[src/hdl/pfa_pkg.sv]
// Shared types, codes and defaults for the page frame allocator.
`default_nettype none

package pfa_pkg;

  localparam int unsigned NUM_FRAMES_DEF  = 8;
  localparam int unsigned MAX_RUNNING_DEF = 64;
  localparam int unsigned MAX_WAITING_DEF = 64;

  localparam int unsigned PID_W   = 16;
  localparam int unsigned PAGES_W = 8;
  localparam int unsigned MASK_W  = 8;
  localparam int unsigned EV_W    = 3;

  // results per request word, and the counter that tracks them
  localparam int unsigned NCNT_W  = 4;
  localparam logic [NCNT_W-1:0] RES_CAP = 4'd9;

  localparam logic KIND_ADD  = 1'b0;
  localparam logic KIND_TERM = 1'b1;

  typedef enum logic [EV_W-1:0] {
    EV_ADMIT    = 3'd0,
    EV_QUEUED   = 3'd1,
    EV_TERM     = 3'd2,
    EV_NOTFOUND = 3'd3,
    EV_FULL     = 3'd4
  } event_e;

  typedef struct packed {
    event_e               code;
    logic [PID_W-1:0]     pid;
    logic [PAGES_W-1:0]   pages;
    logic [MASK_W-1:0]    mask;
  } res_t;

  // command to the frame bitmap unit
  typedef struct packed {
    logic take;      // grab the lowest free frame
    logic put_back;  // return a frame mask
  } frm_cmd_t;

endpackage

`default_nettype wire

[src/hdl/pfa_ram.sv]
// Simple dual-port list memory, one write and one registered read.
`default_nettype none

module pfa_ram #(
  parameter int unsigned WIDTH = 24,
  parameter int unsigned DEPTH = 64
) (
  input  wire                       clk_i,
  input  wire                       we_i,
  input  wire [$clog2(DEPTH)-1:0]   waddr_i,
  input  wire [WIDTH-1:0]           wdata_i,
  input  wire [$clog2(DEPTH)-1:0]   raddr_i,
  output logic [WIDTH-1:0]          rdata_o
);

  logic [WIDTH-1:0] mem [DEPTH];

  always_ff @(posedge clk_i) begin
    if (we_i) begin
      mem[waddr_i] <= wdata_i;
    end
    rdata_o <= mem[raddr_i];
  end

endmodule

`default_nettype wire

[src/hdl/pfa_frames.sv]
// Frame bitmap with free counter and lowest-free-frame finder.
`default_nettype none

module pfa_frames #(
  parameter int unsigned NUM_FRAMES = 8
) (
  input  wire                              clk_i,
  input  wire                              rst_ni,
  input  pfa_pkg::frm_cmd_t                cmd_i,
  input  wire [NUM_FRAMES-1:0]             rel_mask_i,
  input  wire [pfa_pkg::PAGES_W-1:0]       rel_pages_i,
  output logic [NUM_FRAMES-1:0]            low_free_o,
  output logic [$clog2(NUM_FRAMES+1)-1:0]  free_cnt_o
);

  import pfa_pkg::*;

  localparam int unsigned FW = $clog2(NUM_FRAMES + 1);

  logic [NUM_FRAMES-1:0] busy_q, busy_d;
  logic [FW-1:0]         free_q, free_d;

  // carry of busy+1 stops at the first zero: isolates the lowest free frame
  assign low_free_o = ~busy_q & (busy_q + NUM_FRAMES'(1));
  assign free_cnt_o = free_q;

  always_comb begin
    busy_d = busy_q;
    free_d = free_q;
    if (cmd_i.take) begin
      busy_d = busy_q | low_free_o;
      free_d = free_q - FW'(1);
    end else if (cmd_i.put_back) begin
      // an admitted entry holds exactly its page count in frames
      busy_d = busy_q & ~rel_mask_i;
      free_d = free_q + FW'(rel_pages_i);
    end
  end

  always_ff @(posedge clk_i or negedge rst_ni) begin
    if (!rst_ni) begin
      busy_q <= '0;
      free_q <= FW'(NUM_FRAMES);
    end else begin
      busy_q <= busy_d;
      free_q <= free_d;
    end
  end

endmodule

`default_nettype wire

[src/hdl/paged_frame_allocator_with_wait_queue.sv]
// Top level: request sequencer over the running list, wait list and frame bitmap.
//
//  channel   | direction | handshake            | payload
//  ----------+-----------+----------------------+-----------------------------------------
//  request   | in        | start_i & ~busy_o    | kind_i, pid_i, pages_i
//  result    | out       | valid_o (1 cycle)    | event_res_o, proc_id_o, page_total_o,
//            |           |                      | frame_mask_o, last_o
//
//  Steps: an admitted add runs the fit check, takes a frame per cycle, writes the list
//  entry and sends the last word; a queued or rejected add runs the fit check and the
//  last word. Terminate searches and moves up running entries, checks each waiter, and
//  admits each waiter that fits, taking its frames and moving the wait entries up; each list memory has one read port.
//  Reset: frames all free, both lists empty; list memories are not cleared.
//  Stalls: none on the result side; start_i is ignored while busy_o is high.
`default_nettype none

module paged_frame_allocator_with_wait_queue #(
  parameter int unsigned NUM_FRAMES  = pfa_pkg::NUM_FRAMES_DEF,
  parameter int unsigned MAX_RUNNING = pfa_pkg::MAX_RUNNING_DEF,
  parameter int unsigned MAX_WAITING = pfa_pkg::MAX_WAITING_DEF
) (
  input  wire                          clk_i,
  input  wire                          rst_ni,
  input  wire                          start_i,
  output logic                         busy_o,
  input  wire                          kind_i,
  input  wire [pfa_pkg::PID_W-1:0]     pid_i,
  input  wire [pfa_pkg::PAGES_W-1:0]   pages_i,
  output logic                         valid_o,
  output logic [pfa_pkg::EV_W-1:0]     event_res_o,
  output logic [pfa_pkg::PID_W-1:0]    proc_id_o,
  output logic [pfa_pkg::PAGES_W-1:0]  page_total_o,
  output logic [pfa_pkg::MASK_W-1:0]   frame_mask_o,
  output logic                         last_o
);

  import pfa_pkg::*;

  localparam int unsigned FW     = $clog2(NUM_FRAMES + 1);
  localparam int unsigned RIW    = $clog2(MAX_RUNNING);
  localparam int unsigned RCW    = $clog2(MAX_RUNNING + 1);
  localparam int unsigned WIW    = $clog2(MAX_WAITING);
  localparam int unsigned WCW    = $clog2(MAX_WAITING + 1);
  // running entry: {pid, pages, frames}; waiting entry: {pid, pages}
  localparam int unsigned RUN_W  = PID_W + PAGES_W + NUM_FRAMES;
  localparam int unsigned WAIT_W = PID_W + PAGES_W;

  typedef enum logic [3:0] {
    S_IDLE, S_ADD, S_ALLOC, S_T_RD, S_T_CMP, S_R_SHIFT, S_R_WR,
    S_W_RD, S_W_CHK, S_W_SHIFT, S_W_WR, S_FLUSH
  } state_e;

  // low eight frames of a full frame mask
  function automatic logic [MASK_W-1:0] mask8(input logic [NUM_FRAMES-1:0] m);
    logic [63:0] ext;
    ext = 64'(m);
    return ext[MASK_W-1:0];
  endfunction

  state_e               state_q, state_d;
  logic [PID_W-1:0]     cur_pid_q, cur_pid_d;
  logic [PAGES_W-1:0]   cur_pages_q, cur_pages_d;
  logic [PAGES_W-1:0]   left_q, left_d;
  logic [NUM_FRAMES-1:0] mask_q, mask_d;
  logic                 from_wait_q, from_wait_d;
  logic [RCW-1:0]       run_cnt_q, run_cnt_d;
  logic [WCW-1:0]       wait_cnt_q, wait_cnt_d;
  logic [RCW-1:0]       idx_q, idx_d;
  logic [WCW-1:0]       widx_q, widx_d;
  logic [WCW-1:0]       jdx_q, jdx_d;
  logic [NCNT_W-1:0]    ncnt_q, ncnt_d;
  res_t                 pend_q, pend_d;
  logic                 pend_vld_q, pend_vld_d;
  res_t                 out_res_q, out_res_d;
  logic                 out_vld_q, out_vld_d;
  logic                 out_last_q, out_last_d;

  logic [RCW-1:0]       idx_nx;
  logic [WCW-1:0]       jdx_nx;
  logic                 push;
  res_t                 push_res;

  // list memories
  logic                 run_we;
  logic [RIW-1:0]       run_waddr, run_raddr;
  logic [RUN_W-1:0]     run_wdata, run_rdata;
  logic                 wait_we;
  logic [WIW-1:0]       wait_waddr, wait_raddr;
  logic [WAIT_W-1:0]    wait_wdata, wait_rdata;

  logic [PID_W-1:0]      run_rpid;
  logic [PAGES_W-1:0]    run_rpages;
  logic [NUM_FRAMES-1:0] run_rframes;
  logic [PID_W-1:0]      wait_rpid;
  logic [PAGES_W-1:0]    wait_rpages;

  // frame unit
  frm_cmd_t              fcmd;
  logic [NUM_FRAMES-1:0] low_free;
  logic [FW-1:0]         free_cnt;

  assign {run_rpid, run_rpages, run_rframes} = run_rdata;
  assign {wait_rpid, wait_rpages}            = wait_rdata;

  assign idx_nx = idx_q + RCW'(1);
  assign jdx_nx = jdx_q + WCW'(1);

  pfa_ram #(.WIDTH(RUN_W), .DEPTH(MAX_RUNNING)) u_run_ram (
    .clk_i   (clk_i),
    .we_i    (run_we),
    .waddr_i (run_waddr),
    .wdata_i (run_wdata),
    .raddr_i (run_raddr),
    .rdata_o (run_rdata)
  );

  pfa_ram #(.WIDTH(WAIT_W), .DEPTH(MAX_WAITING)) u_wait_ram (
    .clk_i   (clk_i),
    .we_i    (wait_we),
    .waddr_i (wait_waddr),
    .wdata_i (wait_wdata),
    .raddr_i (wait_raddr),
    .rdata_o (wait_rdata)
  );

  pfa_frames #(.NUM_FRAMES(NUM_FRAMES)) u_frames (
    .clk_i       (clk_i),
    .rst_ni      (rst_ni),
    .cmd_i       (fcmd),
    .rel_mask_i  (run_rframes),
    .rel_pages_i (run_rpages),
    .low_free_o  (low_free),
    .free_cnt_o  (free_cnt)
  );

  always_comb begin
    state_d     = state_q;
    cur_pid_d   = cur_pid_q;
    cur_pages_d = cur_pages_q;
    left_d      = left_q;
    mask_d      = mask_q;
    from_wait_d = from_wait_q;
    run_cnt_d   = run_cnt_q;
    wait_cnt_d  = wait_cnt_q;
    idx_d       = idx_q;
    widx_d      = widx_q;
    jdx_d       = jdx_q;
    ncnt_d      = ncnt_q;
    pend_d      = pend_q;
    pend_vld_d  = pend_vld_q;
    out_res_d   = out_res_q;
    out_vld_d   = 1'b0;
    out_last_d  = out_last_q;

    run_we      = 1'b0;
    run_waddr   = run_cnt_q[RIW-1:0];
    run_wdata   = {cur_pid_q, cur_pages_q, mask_q};
    run_raddr   = idx_q[RIW-1:0];
    wait_we     = 1'b0;
    wait_waddr  = wait_cnt_q[WIW-1:0];
    wait_wdata  = {cur_pid_q, cur_pages_q};
    wait_raddr  = widx_q[WIW-1:0];
    fcmd        = '0;
    push        = 1'b0;
    push_res    = '{code: EV_ADMIT, pid: cur_pid_q, pages: cur_pages_q, mask: '0};

    case (state_q)
      S_IDLE: begin
        if (start_i) begin
          cur_pid_d   = pid_i;
          cur_pages_d = pages_i;
          ncnt_d      = '0;
          idx_d       = '0;
          state_d     = (kind_i == KIND_TERM) ? S_T_RD : S_ADD;
        end
      end

      S_ADD: begin
        if (PAGES_W'(free_cnt) >= cur_pages_q) begin
          if (run_cnt_q < RCW'(MAX_RUNNING)) begin
            left_d      = cur_pages_q;
            mask_d      = '0;
            from_wait_d = 1'b0;
            state_d     = S_ALLOC;
          end else begin
            push          = 1'b1;
            push_res.code = EV_FULL;
            state_d       = S_FLUSH;
          end
        end else if (wait_cnt_q < WCW'(MAX_WAITING)) begin
          wait_we       = 1'b1;
          wait_cnt_d    = wait_cnt_q + WCW'(1);
          push          = 1'b1;
          push_res.code = EV_QUEUED;
          state_d       = S_FLUSH;
        end else begin
          push          = 1'b1;
          push_res.code = EV_FULL;
          state_d       = S_FLUSH;
        end
      end

      // one frame a cycle, lowest free first
      S_ALLOC: begin
        if (left_q != '0) begin
          fcmd.take = 1'b1;
          mask_d    = mask_q | low_free;
          left_d    = left_q - PAGES_W'(1);
        end else begin
          run_we        = 1'b1;
          run_cnt_d     = run_cnt_q + RCW'(1);
          push          = 1'b1;
          push_res.code = EV_ADMIT;
          push_res.mask = mask8(mask_q);
          if (from_wait_q) begin
            jdx_d   = widx_q;
            state_d = S_W_SHIFT;
          end else begin
            state_d = S_FLUSH;
          end
        end
      end

      // linear search for the earliest running entry with this pid
      S_T_RD: begin
        if (idx_q < run_cnt_q) begin
          state_d = S_T_CMP;
        end else begin
          push           = 1'b1;
          push_res.code  = EV_NOTFOUND;
          push_res.pages = '0;
          state_d        = S_FLUSH;
        end
      end

      S_T_CMP: begin
        if (run_rpid == cur_pid_q) begin
          fcmd.put_back  = 1'b1;
          push           = 1'b1;
          push_res.code  = EV_TERM;
          push_res.pages = run_rpages;
          push_res.mask  = mask8(run_rframes);
          state_d        = S_R_SHIFT;
        end else begin
          idx_d   = idx_nx;
          state_d = S_T_RD;
        end
      end

      // close the gap in the running list
      S_R_SHIFT: begin
        if (idx_nx < run_cnt_q) begin
          run_raddr = idx_nx[RIW-1:0];
          state_d   = S_R_WR;
        end else begin
          run_cnt_d = run_cnt_q - RCW'(1);
          widx_d    = '0;
          state_d   = S_W_RD;
        end
      end

      S_R_WR: begin
        run_we    = 1'b1;
        run_waddr = idx_q[RIW-1:0];
        run_wdata = run_rdata;
        idx_d     = idx_nx;
        state_d   = S_R_SHIFT;
      end

      // wait list scan, in order, stopping at the list end or the result cap
      S_W_RD: begin
        if (widx_q < wait_cnt_q && ncnt_q < RES_CAP) begin
          state_d = S_W_CHK;
        end else begin
          state_d = S_FLUSH;
        end
      end

      S_W_CHK: begin
        if (PAGES_W'(free_cnt) >= wait_rpages && run_cnt_q < RCW'(MAX_RUNNING)) begin
          cur_pid_d   = wait_rpid;
          cur_pages_d = wait_rpages;
          left_d      = wait_rpages;
          mask_d      = '0;
          from_wait_d = 1'b1;
          state_d     = S_ALLOC;
        end else begin
          widx_d  = widx_q + WCW'(1);
          state_d = S_W_RD;
        end
      end

      // drop the admitted waiter; scan resumes at the same slot
      S_W_SHIFT: begin
        if (jdx_nx < wait_cnt_q) begin
          wait_raddr = jdx_nx[WIW-1:0];
          state_d    = S_W_WR;
        end else begin
          wait_cnt_d = wait_cnt_q - WCW'(1);
          state_d    = S_W_RD;
        end
      end

      S_W_WR: begin
        wait_we    = 1'b1;
        wait_waddr = jdx_q[WIW-1:0];
        wait_wdata = wait_rdata;
        jdx_d      = jdx_nx;
        state_d    = S_W_SHIFT;
      end

      // the held word is the final one
      S_FLUSH: begin
        out_vld_d  = 1'b1;
        out_res_d  = pend_q;
        out_last_d = 1'b1;
        pend_vld_d = 1'b0;
        state_d    = S_IDLE;
      end

      default: begin
        state_d = S_IDLE;
      end
    endcase

    // a new word pushes the held one out with last clear
    if (push) begin
      if (pend_vld_q) begin
        out_vld_d  = 1'b1;
        out_res_d  = pend_q;
        out_last_d = 1'b0;
      end
      pend_d     = push_res;
      pend_vld_d = 1'b1;
      ncnt_d     = ncnt_q + NCNT_W'(1);
    end
  end

  always_ff @(posedge clk_i or negedge rst_ni) begin
    if (!rst_ni) begin
      state_q     <= S_IDLE;
      run_cnt_q   <= '0;
      wait_cnt_q  <= '0;
      ncnt_q      <= '0;
      pend_vld_q  <= 1'b0;
      out_vld_q   <= 1'b0;
      from_wait_q <= 1'b0;
    end else begin
      state_q     <= state_d;
      run_cnt_q   <= run_cnt_d;
      wait_cnt_q  <= wait_cnt_d;
      ncnt_q      <= ncnt_d;
      pend_vld_q  <= pend_vld_d;
      out_vld_q   <= out_vld_d;
      from_wait_q <= from_wait_d;
    end
  end

  always_ff @(posedge clk_i) begin
    cur_pid_q   <= cur_pid_d;
    cur_pages_q <= cur_pages_d;
    left_q      <= left_d;
    mask_q      <= mask_d;
    idx_q       <= idx_d;
    widx_q      <= widx_d;
    jdx_q       <= jdx_d;
    pend_q      <= pend_d;
    out_res_q   <= out_res_d;
    out_last_q  <= out_last_d;
  end

  assign busy_o       = (state_q != S_IDLE);
  assign valid_o      = out_vld_q;
  assign event_res_o  = out_res_q.code;
  assign proc_id_o    = out_res_q.pid;
  assign page_total_o = out_res_q.pages;
  assign frame_mask_o = out_res_q.mask;
  assign last_o       = out_last_q;

`ifndef SYNTHESIS
  a_run_cnt_range: assert property (@(posedge clk_i) disable iff (!rst_ni)
    run_cnt_q <= RCW'(MAX_RUNNING))
    else $error("running list count beyond depth");

  a_wait_cnt_range: assert property (@(posedge clk_i) disable iff (!rst_ni)
    wait_cnt_q <= WCW'(MAX_WAITING))
    else $error("wait list count beyond depth");

  a_take_has_frame: assert property (@(posedge clk_i) disable iff (!rst_ni)
    (state_q == S_ALLOC && left_q != '0) |-> (low_free != '0 && free_cnt != '0))
    else $error("frame taken with no free frame");

  a_result_cap: assert property (@(posedge clk_i) disable iff (!rst_ni)
    ncnt_q <= RES_CAP)
    else $error("too many results for one request");

  a_accept_busy: assert property (@(posedge clk_i) disable iff (!rst_ni)
    (start_i && !busy_o) |=> busy_o)
    else $error("request accepted but block not busy");

  a_mid_word_busy: assert property (@(posedge clk_i) disable iff (!rst_ni)
    (valid_o && !last_o) |-> busy_o)
    else $error("non-final result word after request finished");
`endif

endmodule

`default_nettype wire
[config.mk]
export PLATFORM = sky130hd
export DESIGN_NAME = paged_frame_allocator_with_wait_queue
export DESIGN_NICKNAME = d
export VERILOG_FILES = /design/src/hdl/pfa_pkg.sv /design/src/hdl/pfa_ram.sv /design/src/hdl/pfa_frames.sv /design/src/hdl/paged_frame_allocator_with_wait_queue.sv
export SDC_FILE = /design/constraint.sdc
export NUM_CORES = 2
export LEC_CHECK = 0
export BUFFER_PORTS_ARGS = -buffer_cell sky130_fd_sc_hd__clkbuf_2
export CAP_MARGIN = 40
export CORE_MARGIN = 2
export CORE_UTILIZATION = 25
export DETAILED_ROUTE_END_ITERATION = 10
export GPL_TIMING_DRIVEN = 0
export PLACE_DENSITY = 0.37
export SLEW_MARGIN = 20
export SYNTH_ARGS = -nofsm -noshare
export SYNTH_HDL_FRONTEND = slang
export SYNTH_SLANG_ARGS = --single-unit
export TNS_END_PERCENT = 30
[constraint.sdc]
create_clock -name clk_i -period 6.68 [get_ports clk_i]
set_clock_uncertainty 0.05 [all_clocks]
set_input_delay 0.334 -clock clk_i [delete_from_list [all_inputs] [get_ports clk_i]]
set_output_delay 0.334 -clock clk_i [all_outputs]
set_load 0.01 [all_outputs]
# == Word-level counts from Yosys, hierarchy flattened ==
# Memory sizes are Yosys's and may differ from the RTL's. A register that Yosys moved wholly into a read port is not among the register bits.
# Cells that the tools add are included.
# totals
ff_bits,169
mem_bits_rw,3584
inputBits,28
output_inout_bits,38
word_cells,208
memories,2
# memory_table
name,words,word_bits,rd,rd_ports_with_merged_regs,write_ports,line_no,rtl
u_run_ram.mem,64,32,1,1,1,pfa_ram.sv:16,logic [WIDTH-1:0] mem [DEPTH];
u_wait_ram.mem,64,24,1,1,1,pfa_ram.sv:16,
# classes
add_sub_neg,12
magnitude_cmp,9
n_eq_ne,25
n_mux,102
n_bitwise,6
reduce_logical,27
# ops
cell,n
two-way mux 35 bit,3
two-way mux 8 bit,13
two-way mux 7 bit,11
one-hot mux 7 bit (2 select lines),4
two-way mux 16 bit,3
one-hot mux 8 bit (2 select lines),3
one-hot mux 8 bit (3 select lines),2
two-way mux 4 bit,11
one-hot mux 4 bit (11 select lines),1
two-way mux 6 bit,6
adder 7 x 1 -> 7 bit (second input constant),5
two-way mux 32 bit,1
one-hot mux 16 bit (2 select lines),1
less-than comparator 7 bit,4
two-way mux 1 bit,26
!= test 2 bit (second input constant),13
two-way mux 24 bit,1
one-hot mux 7 bit (3 select lines),1
nonzero test 2 bit,10
bitwise AND 8 bit,2
== test 16 bit,1
== test 4 x 3 -> 1 bit (second input constant),4
== test 4 bit (second input constant),4
>= comparator 4 x 8 -> 1 bit,2
26 further kinds,49

# == Logic depth before layout (Yosys ltp) ==
# logic_depth
word_depth,6
mapped_depth,21
mapped_depth_nobuf,15

# == Cells and area by module ==
# Synthesis repeated with hierarchy kept, for this count alone.
# unflattened
cells_unflattened,6852
hier_area_um2,147321.3
# modules_own_cells
module,n_inst,cells_each,area_each_um2,seq_area_each_um2
pfa_ram (u_run_ram),1,3324,78517.8,62139.6
pfa_ram (u_wait_ram),1,2610,59295.6,46604.7
paged_frame_allocator_with_wait_queue,1,833,8778.4,4229.1
pfa_frames,1,85,729.4,301.5

# == Worst setup path before layout ==
# Ideal clock, no wire load.
# synth_timing
path_kind,register -> register
startpoint,reg state_q[2]
endpoint,"mem u_wait_ram.mem[0][0], data pin"
setup_time_ps,702
arrival_ps,3955
required_ps,5928
setup_slack_ps,1973
path_stages_with_launch,8
path_buffers,4
synth_period_minus_slack_ps,4707
cell_sequence,dfrtp_1 clkbuf_1 nand2b_1 nor2_1 clkbuf_1 clkbuf_1 clkbuf_1 o21ai_0
# synth_between
elab_chain_cells,2
# synth_rtl
element,line_no,rtl
from (decl),paged_frame_allocator_with_wait_queue.sv:60,"state_e state_q, state_d;"
from (signal assigned),paged_frame_allocator_with_wait_queue.sv:349,state_q <= state_d;
== test 4 bit,paged_frame_allocator_with_wait_queue.sv:167,case (state_q)
two-way mux 24 bit,paged_frame_allocator_with_wait_queue.sv:167,
named net u_wait_ram.wdata_i[0],pfa_ram.sv:11,"input wire [WIDTH-1:0] wdata_i,"
to (decl),pfa_ram.sv:16,
# The timed path passes the listed nets, and every way through them passes these cells.

# == Worst setup path in the final report ==
# layout_timing
startpoint,reg idx_q[1]
endpoint,reg u_run_ram.rdata_o[30] (read register of u_run_ram.mem)
# layout_between
elab_chain_cells,4
# layout_rtl
element,line_no,rtl
from (decl),paged_frame_allocator_with_wait_queue.sv:68,"logic [RCW-1:0] idx_q, idx_d;"
from (signal assigned),paged_frame_allocator_with_wait_queue.sv:364,idx_q <= idx_d;
adder 7 x 1 -> 7 bit,paged_frame_allocator_with_wait_queue.sv:105,assign idx_nx = idx_q + RCW'(1);
less-than comparator 7 bit,paged_frame_allocator_with_wait_queue.sv:252,if (idx_nx < run_cnt_q) begin
two-way mux 6 bit,paged_frame_allocator_with_wait_queue.sv:252,
two-way mux 6 bit (*),paged_frame_allocator_with_wait_queue.sv:167,
to (decl),pfa_ram.sv:13,output logic [WIDTH-1:0] rdata_o
# Every way passes the cells marked *; elsewhere a longest branch is shown, timed or not.
# A chain may end at the register's enable or synchronous reset.

==> results.py <==
metrics = {
    "timing": {
        "finalSetupViolCount": 5,
        "fin_ws_ns": -0.2879,
        "max_clock_freq_ghz": 0.1435,
        "fin_crit_ns": 6.968,
        "rsz0062_at_grt": "no",
        "worst_pin_slew_ns": 1.084,
        "slew_headroom_pct": 26.95,
        "finalHoldViolCount": 0,
        "post-route-period-util_pct": 104.3,
        "drv_slew": 0,
    },
    "floorplan": {
        "initial_core_util_pct": 25.09,
        "die-area_um2": 680800,
        "row_count": 301,
        "coreArea_um2": 671900,
        "die_h_um": 825.1,
        "die_x_um": 825.1,
        "io_pins": 66,
    },
    "flow_run": {
        "maxCapViolations": 0,
    },
    "routing": {
        "drt_iter0_markers": 20320,
        "via_count": 128400,
        "drcViolationCount": 0,
        "drt_wl_total_um": 986700,
        "first_pass_iters": 6,
        "antenna_left": 0,
        "vias_per_cell": 5.649,
        "wire_per_inst_um": 43.40,
    },
    "finish": {
        "regArea_um2": 113300,
        "fin_nets": 13430,
        "utilization_pct": 31.21,
        "drive_gt1_share_pct": 18.28,
        "area_growth_pct": 24.39,
        "fillerInstances": 66930,
        "fin_area_um2": 209700,
        "multi_input_area_um2": 52850,
    },
    "clocking": {
        "clk_pin_slew_ns": 0.06,
        "h-tree-depth": 5,
        "cts_root_buf": "clkbuf_16",
        "cts_tree": "done",
        "cts_buffer_depth": 4,
        "worstSkewPairLatency_ns": 1.12,
        "cts.sinks": 3809,
        "cts_buffers": 440,
    },
    "yosys": {
        "synthAdderAreaFrac_pct": 0.4291,
        "yosysSeqAreaShare_pct": 67.20,
        "synth_top_family_by_area": "multiplexers",
        "netlist_instances": 12170,
        "ys.flop_type": "edfxtp_1",
        "syn_area_um2": 168600,
        "synth.area.top_cells": "edfxtp_1 (66%), mux2i_1 (6.4%), nand2_1 (4.2%), mux4_2 (3.8%), a211oi_1 (2.6%)",
        "synth_fp_nets": 12250,
        "synth_edf_count": 3680,
        "synth-async-reset-ratio_pct": 0.9714,
        "synth_cell_types": 94,
        "yosys_warnings": 0,
        "synth-compound-area-share_pct": 9.854,
        "synth_mux_area_share_pct": 10.60,
        "synth_seq_cells": 3809,
        "syn_area_per_cell_um2": 13.85,
        "synth-xor-area-share_pct": 0.3377,
        "netlist.area_leader.share_pct": 65.56,
        "synth_largest_area_cell": "edfxtp_1",
        "synth-simple-area-share_pct": 8.949,
    },
    "worst_setup_path": {
        "path_max_fanout": 11,
        "path_cells": "buf_4, buf_4, buf_2, buf_2, buf_2, buf_2, buf_2, buf_2, mux2i_1, a21oi_1, a21oi_1, o22ai_1, nor2_2, nand4b_1",
        "rr_startpoint": "idx_q[1]",
        "cp-end-kind": "flop",
        "slowest_delay_ns": 0.72,
        "required_ns": 7.29,
        "worstSetupStartpointType": "flop",
        "critical_path_class": "flop to flop",
        "crit_start": "idx_q[1]",
        "critical_path_buf_inv_count": 8,
        "cp_slowest_cell": "buf_2",
        "cp_common_cell": "buf_2",
        "worstPathArrival_ns": 7.58,
        "path_delay_family": "buffers and inverters",
    },
    "run_status": {
        "failed_checks": "negative setup slack",
        "outcome": "complete, but fails checks",
    },
    "placement": {
        "hpwl_um": 730800,
        "gp_congestion": 0.9688,
        "port_buffers": 65,
        "dpl_cell_area_um2": 194500,
    },
    "power": {
        "max-vdd-ir-drop_mv": 0.2911,
        "power.leakage_nw": 69.99,
        "power_density_nw_per_um2": 468.7,
    },
    "grt": {
        "grt_max_degree": 65,
        "overflow": 0,
        "grt_pass1_wl_um": 1254000,
        "grt_pass1_vias": 118100,
        "antenna_found_initial": 141,
        "track_usage_pct": 27.91,
    },
    "worst_hold_path": {
        "worstHoldStart": "pid_i[0]",
        "worstHoldPathType": "input port to flop",
    },
}
==> layer usage <==
metal / up-vias / global-route usage [%] / wire length, µm
met4: 52 / 17.46 / 75210
met1: 67310 / 35.60 / 386100
met2: 8617 / 42.46 / 430200
met5: - / 0 / 422
met3: 2346 / 6.922 / 94770
li1: 50110 / - / -
==> kinds of logic after synthesis <==
logic type,after synthesis
flip-flops,3809
AO/OA/AOI/OAI,2508
adder cells (fa/ha/maj),56
multiplexers,1420
AND/OR/NAND/NOR,3348
XOR/XNOR,62
buffers and inverters,967
==> final cells by class <==
class	count	share of cell area, %
diodes	78	0.09309
plain buffers	896	2.284
clock buffers	583	5.680
clock inverters	228	0.9029
inverters	60	0.1080
multi-input cells	7394	25.21
flip-flops and latches	3809	54.03
well taps	8938	5.334
repair buffers	749	6.365
==> power breakdown <==
group	leakage (nW)	internal, mW	switching [mW]
sequential	34.4	29.4	0.906
clock	6.77	13.4	10.7
combinational	28.9	11.6	32.2
total	70.0	54.4	43.9
==> Yosys cell counts (30+ instances only) <==
library cell and n:
a311o_1 42, clkbuf_1 385, and3_1 32, a221oi_1 77
nor3_1 103, mux4_2 288, a22oi_1 30, o221ai_1 62
mux2_2 46, a2111oi_0 37, nor3b_1 36, xor2_1 31
inv_1 57, nor4_1 86, mux2i_1 1086, a21oi_1 668
o21ai_0 231, dfrtp_1 36, a311oi_1 45, buf_1 124
buf_2 312, buf_4 69, a21o_1 37, a31oi_1 135
nor2b_1 318, nand2_1 1871, ha_1 53, dfxtp_1 92
o22ai_1 359, a211oi_1 583, nand3_1 418, edfxtp_1 3680
nand4_1 109, nor2_1 277
==> worst register-to-register path: stages (launching register included) <==
cell,delay [ns]
edfxtp_1,0.42
buf_4,0.16
buf_4,0.21
buf_2,0.45
buf_2,0.48
buf_2,0.60
buf_2,0.76
buf_2,0.72
buf_2,0.76
mux2i_1,0.29
a21oi_1,0.10
a21oi_1,0.35
o22ai_1,0.14
nor2_2,0.38
nand4b_1,0.70
==> state kept, by name (all words and copies together), names as in the netlist, 8 cells and up <==
register            cells
mask_q                  8
left_q                  8
page_total_o            8
u_frames.busy_q         8
u_run_ram.mem        2048
u_wait_ram.mem       1536
pend_q                 35
cur_pages_q             8
cur_pid_q              16
u_wait_ram.rdata_o     24
u_run_ram.rdata_o      32
frame_mask_o            8
proc_id_o              16
==> cells in the final DEF (no fill, tap or decap), types with 43 or more instances in the layout <==
cell type     n
edfxtp_1   3680
nand2_1    1820
mux2i_1    1084
a21oi_1     664
a211oi_1    575
clkbuf_16   450
nand3_1     413
clkbuf_1    400
o22ai_1     357
nor2b_1     318
buf_2       297
mux4_2      288
buf_12      249
o21ai_0     211
buf_16      211
buf_4       178
clkbuf_2    164
nor2_1      141
a31oi_1     132
nor2_4      131
buf_6       113
nand4_1     109
clkinv_1     99
nor3_1       97
dfxtp_1      92
clkinv_2     83
nor4_1       80
diode_2      78
a221oi_1     77
o221ai_1     61
inv_1        57
buf_1        57
ha_1         52
nand2_4      48
mux2_2       46
a311oi_1     43
==> stage by stage <==
step | cells | hold WS (ns) | TNS [ns] | power, mW | setup slack [ns]
CTS | 22650 | 0.01899 | 0 | 96.57 | 0.0004263
finish | 22740 | 0.09904 | -0.5621 | 98.27 | -0.2879
global placement | 21170 | 0.4203 | - | 69.59 | -7.204
detailed placement | 21810 | 0.1414 | -25.82 | 72.34 | -1.468
floorplan | 12170 | -0.01159 | 0 | 47.28 | 1.973
global route | 22680 | 0.03949 | 0 | 98.77 | 0.03815
==> final timing paths <==
path	to	cells after the start	slack (ns)
min reg2reg	u_frames.free_cnt_o[0]	2	0.43
min	cur_pid_q[0]	4	0.1
max in group asynchronous	u_frames.free_cnt_o[3]	4	5.61
max reg2reg	u_run_ram.rdata_o[30]	14	-0.29
min in group asynchronous	valid_o	3	0.35
max	u_run_ram.rdata_o[30]	14	-0.29
==> what timing repair did <==
action / 4_1_cts / 5_1_grt
resized for setup: 195 / 31
buffers inserted: 7 / 3
endpoints found under the hold margin: 80 / 0
setup endpoints to repair: 43 / 46
pin swaps: 10 / 3
hold buffers: 27 / 0
Note: power is estimated with default switching activity, not from simulation.
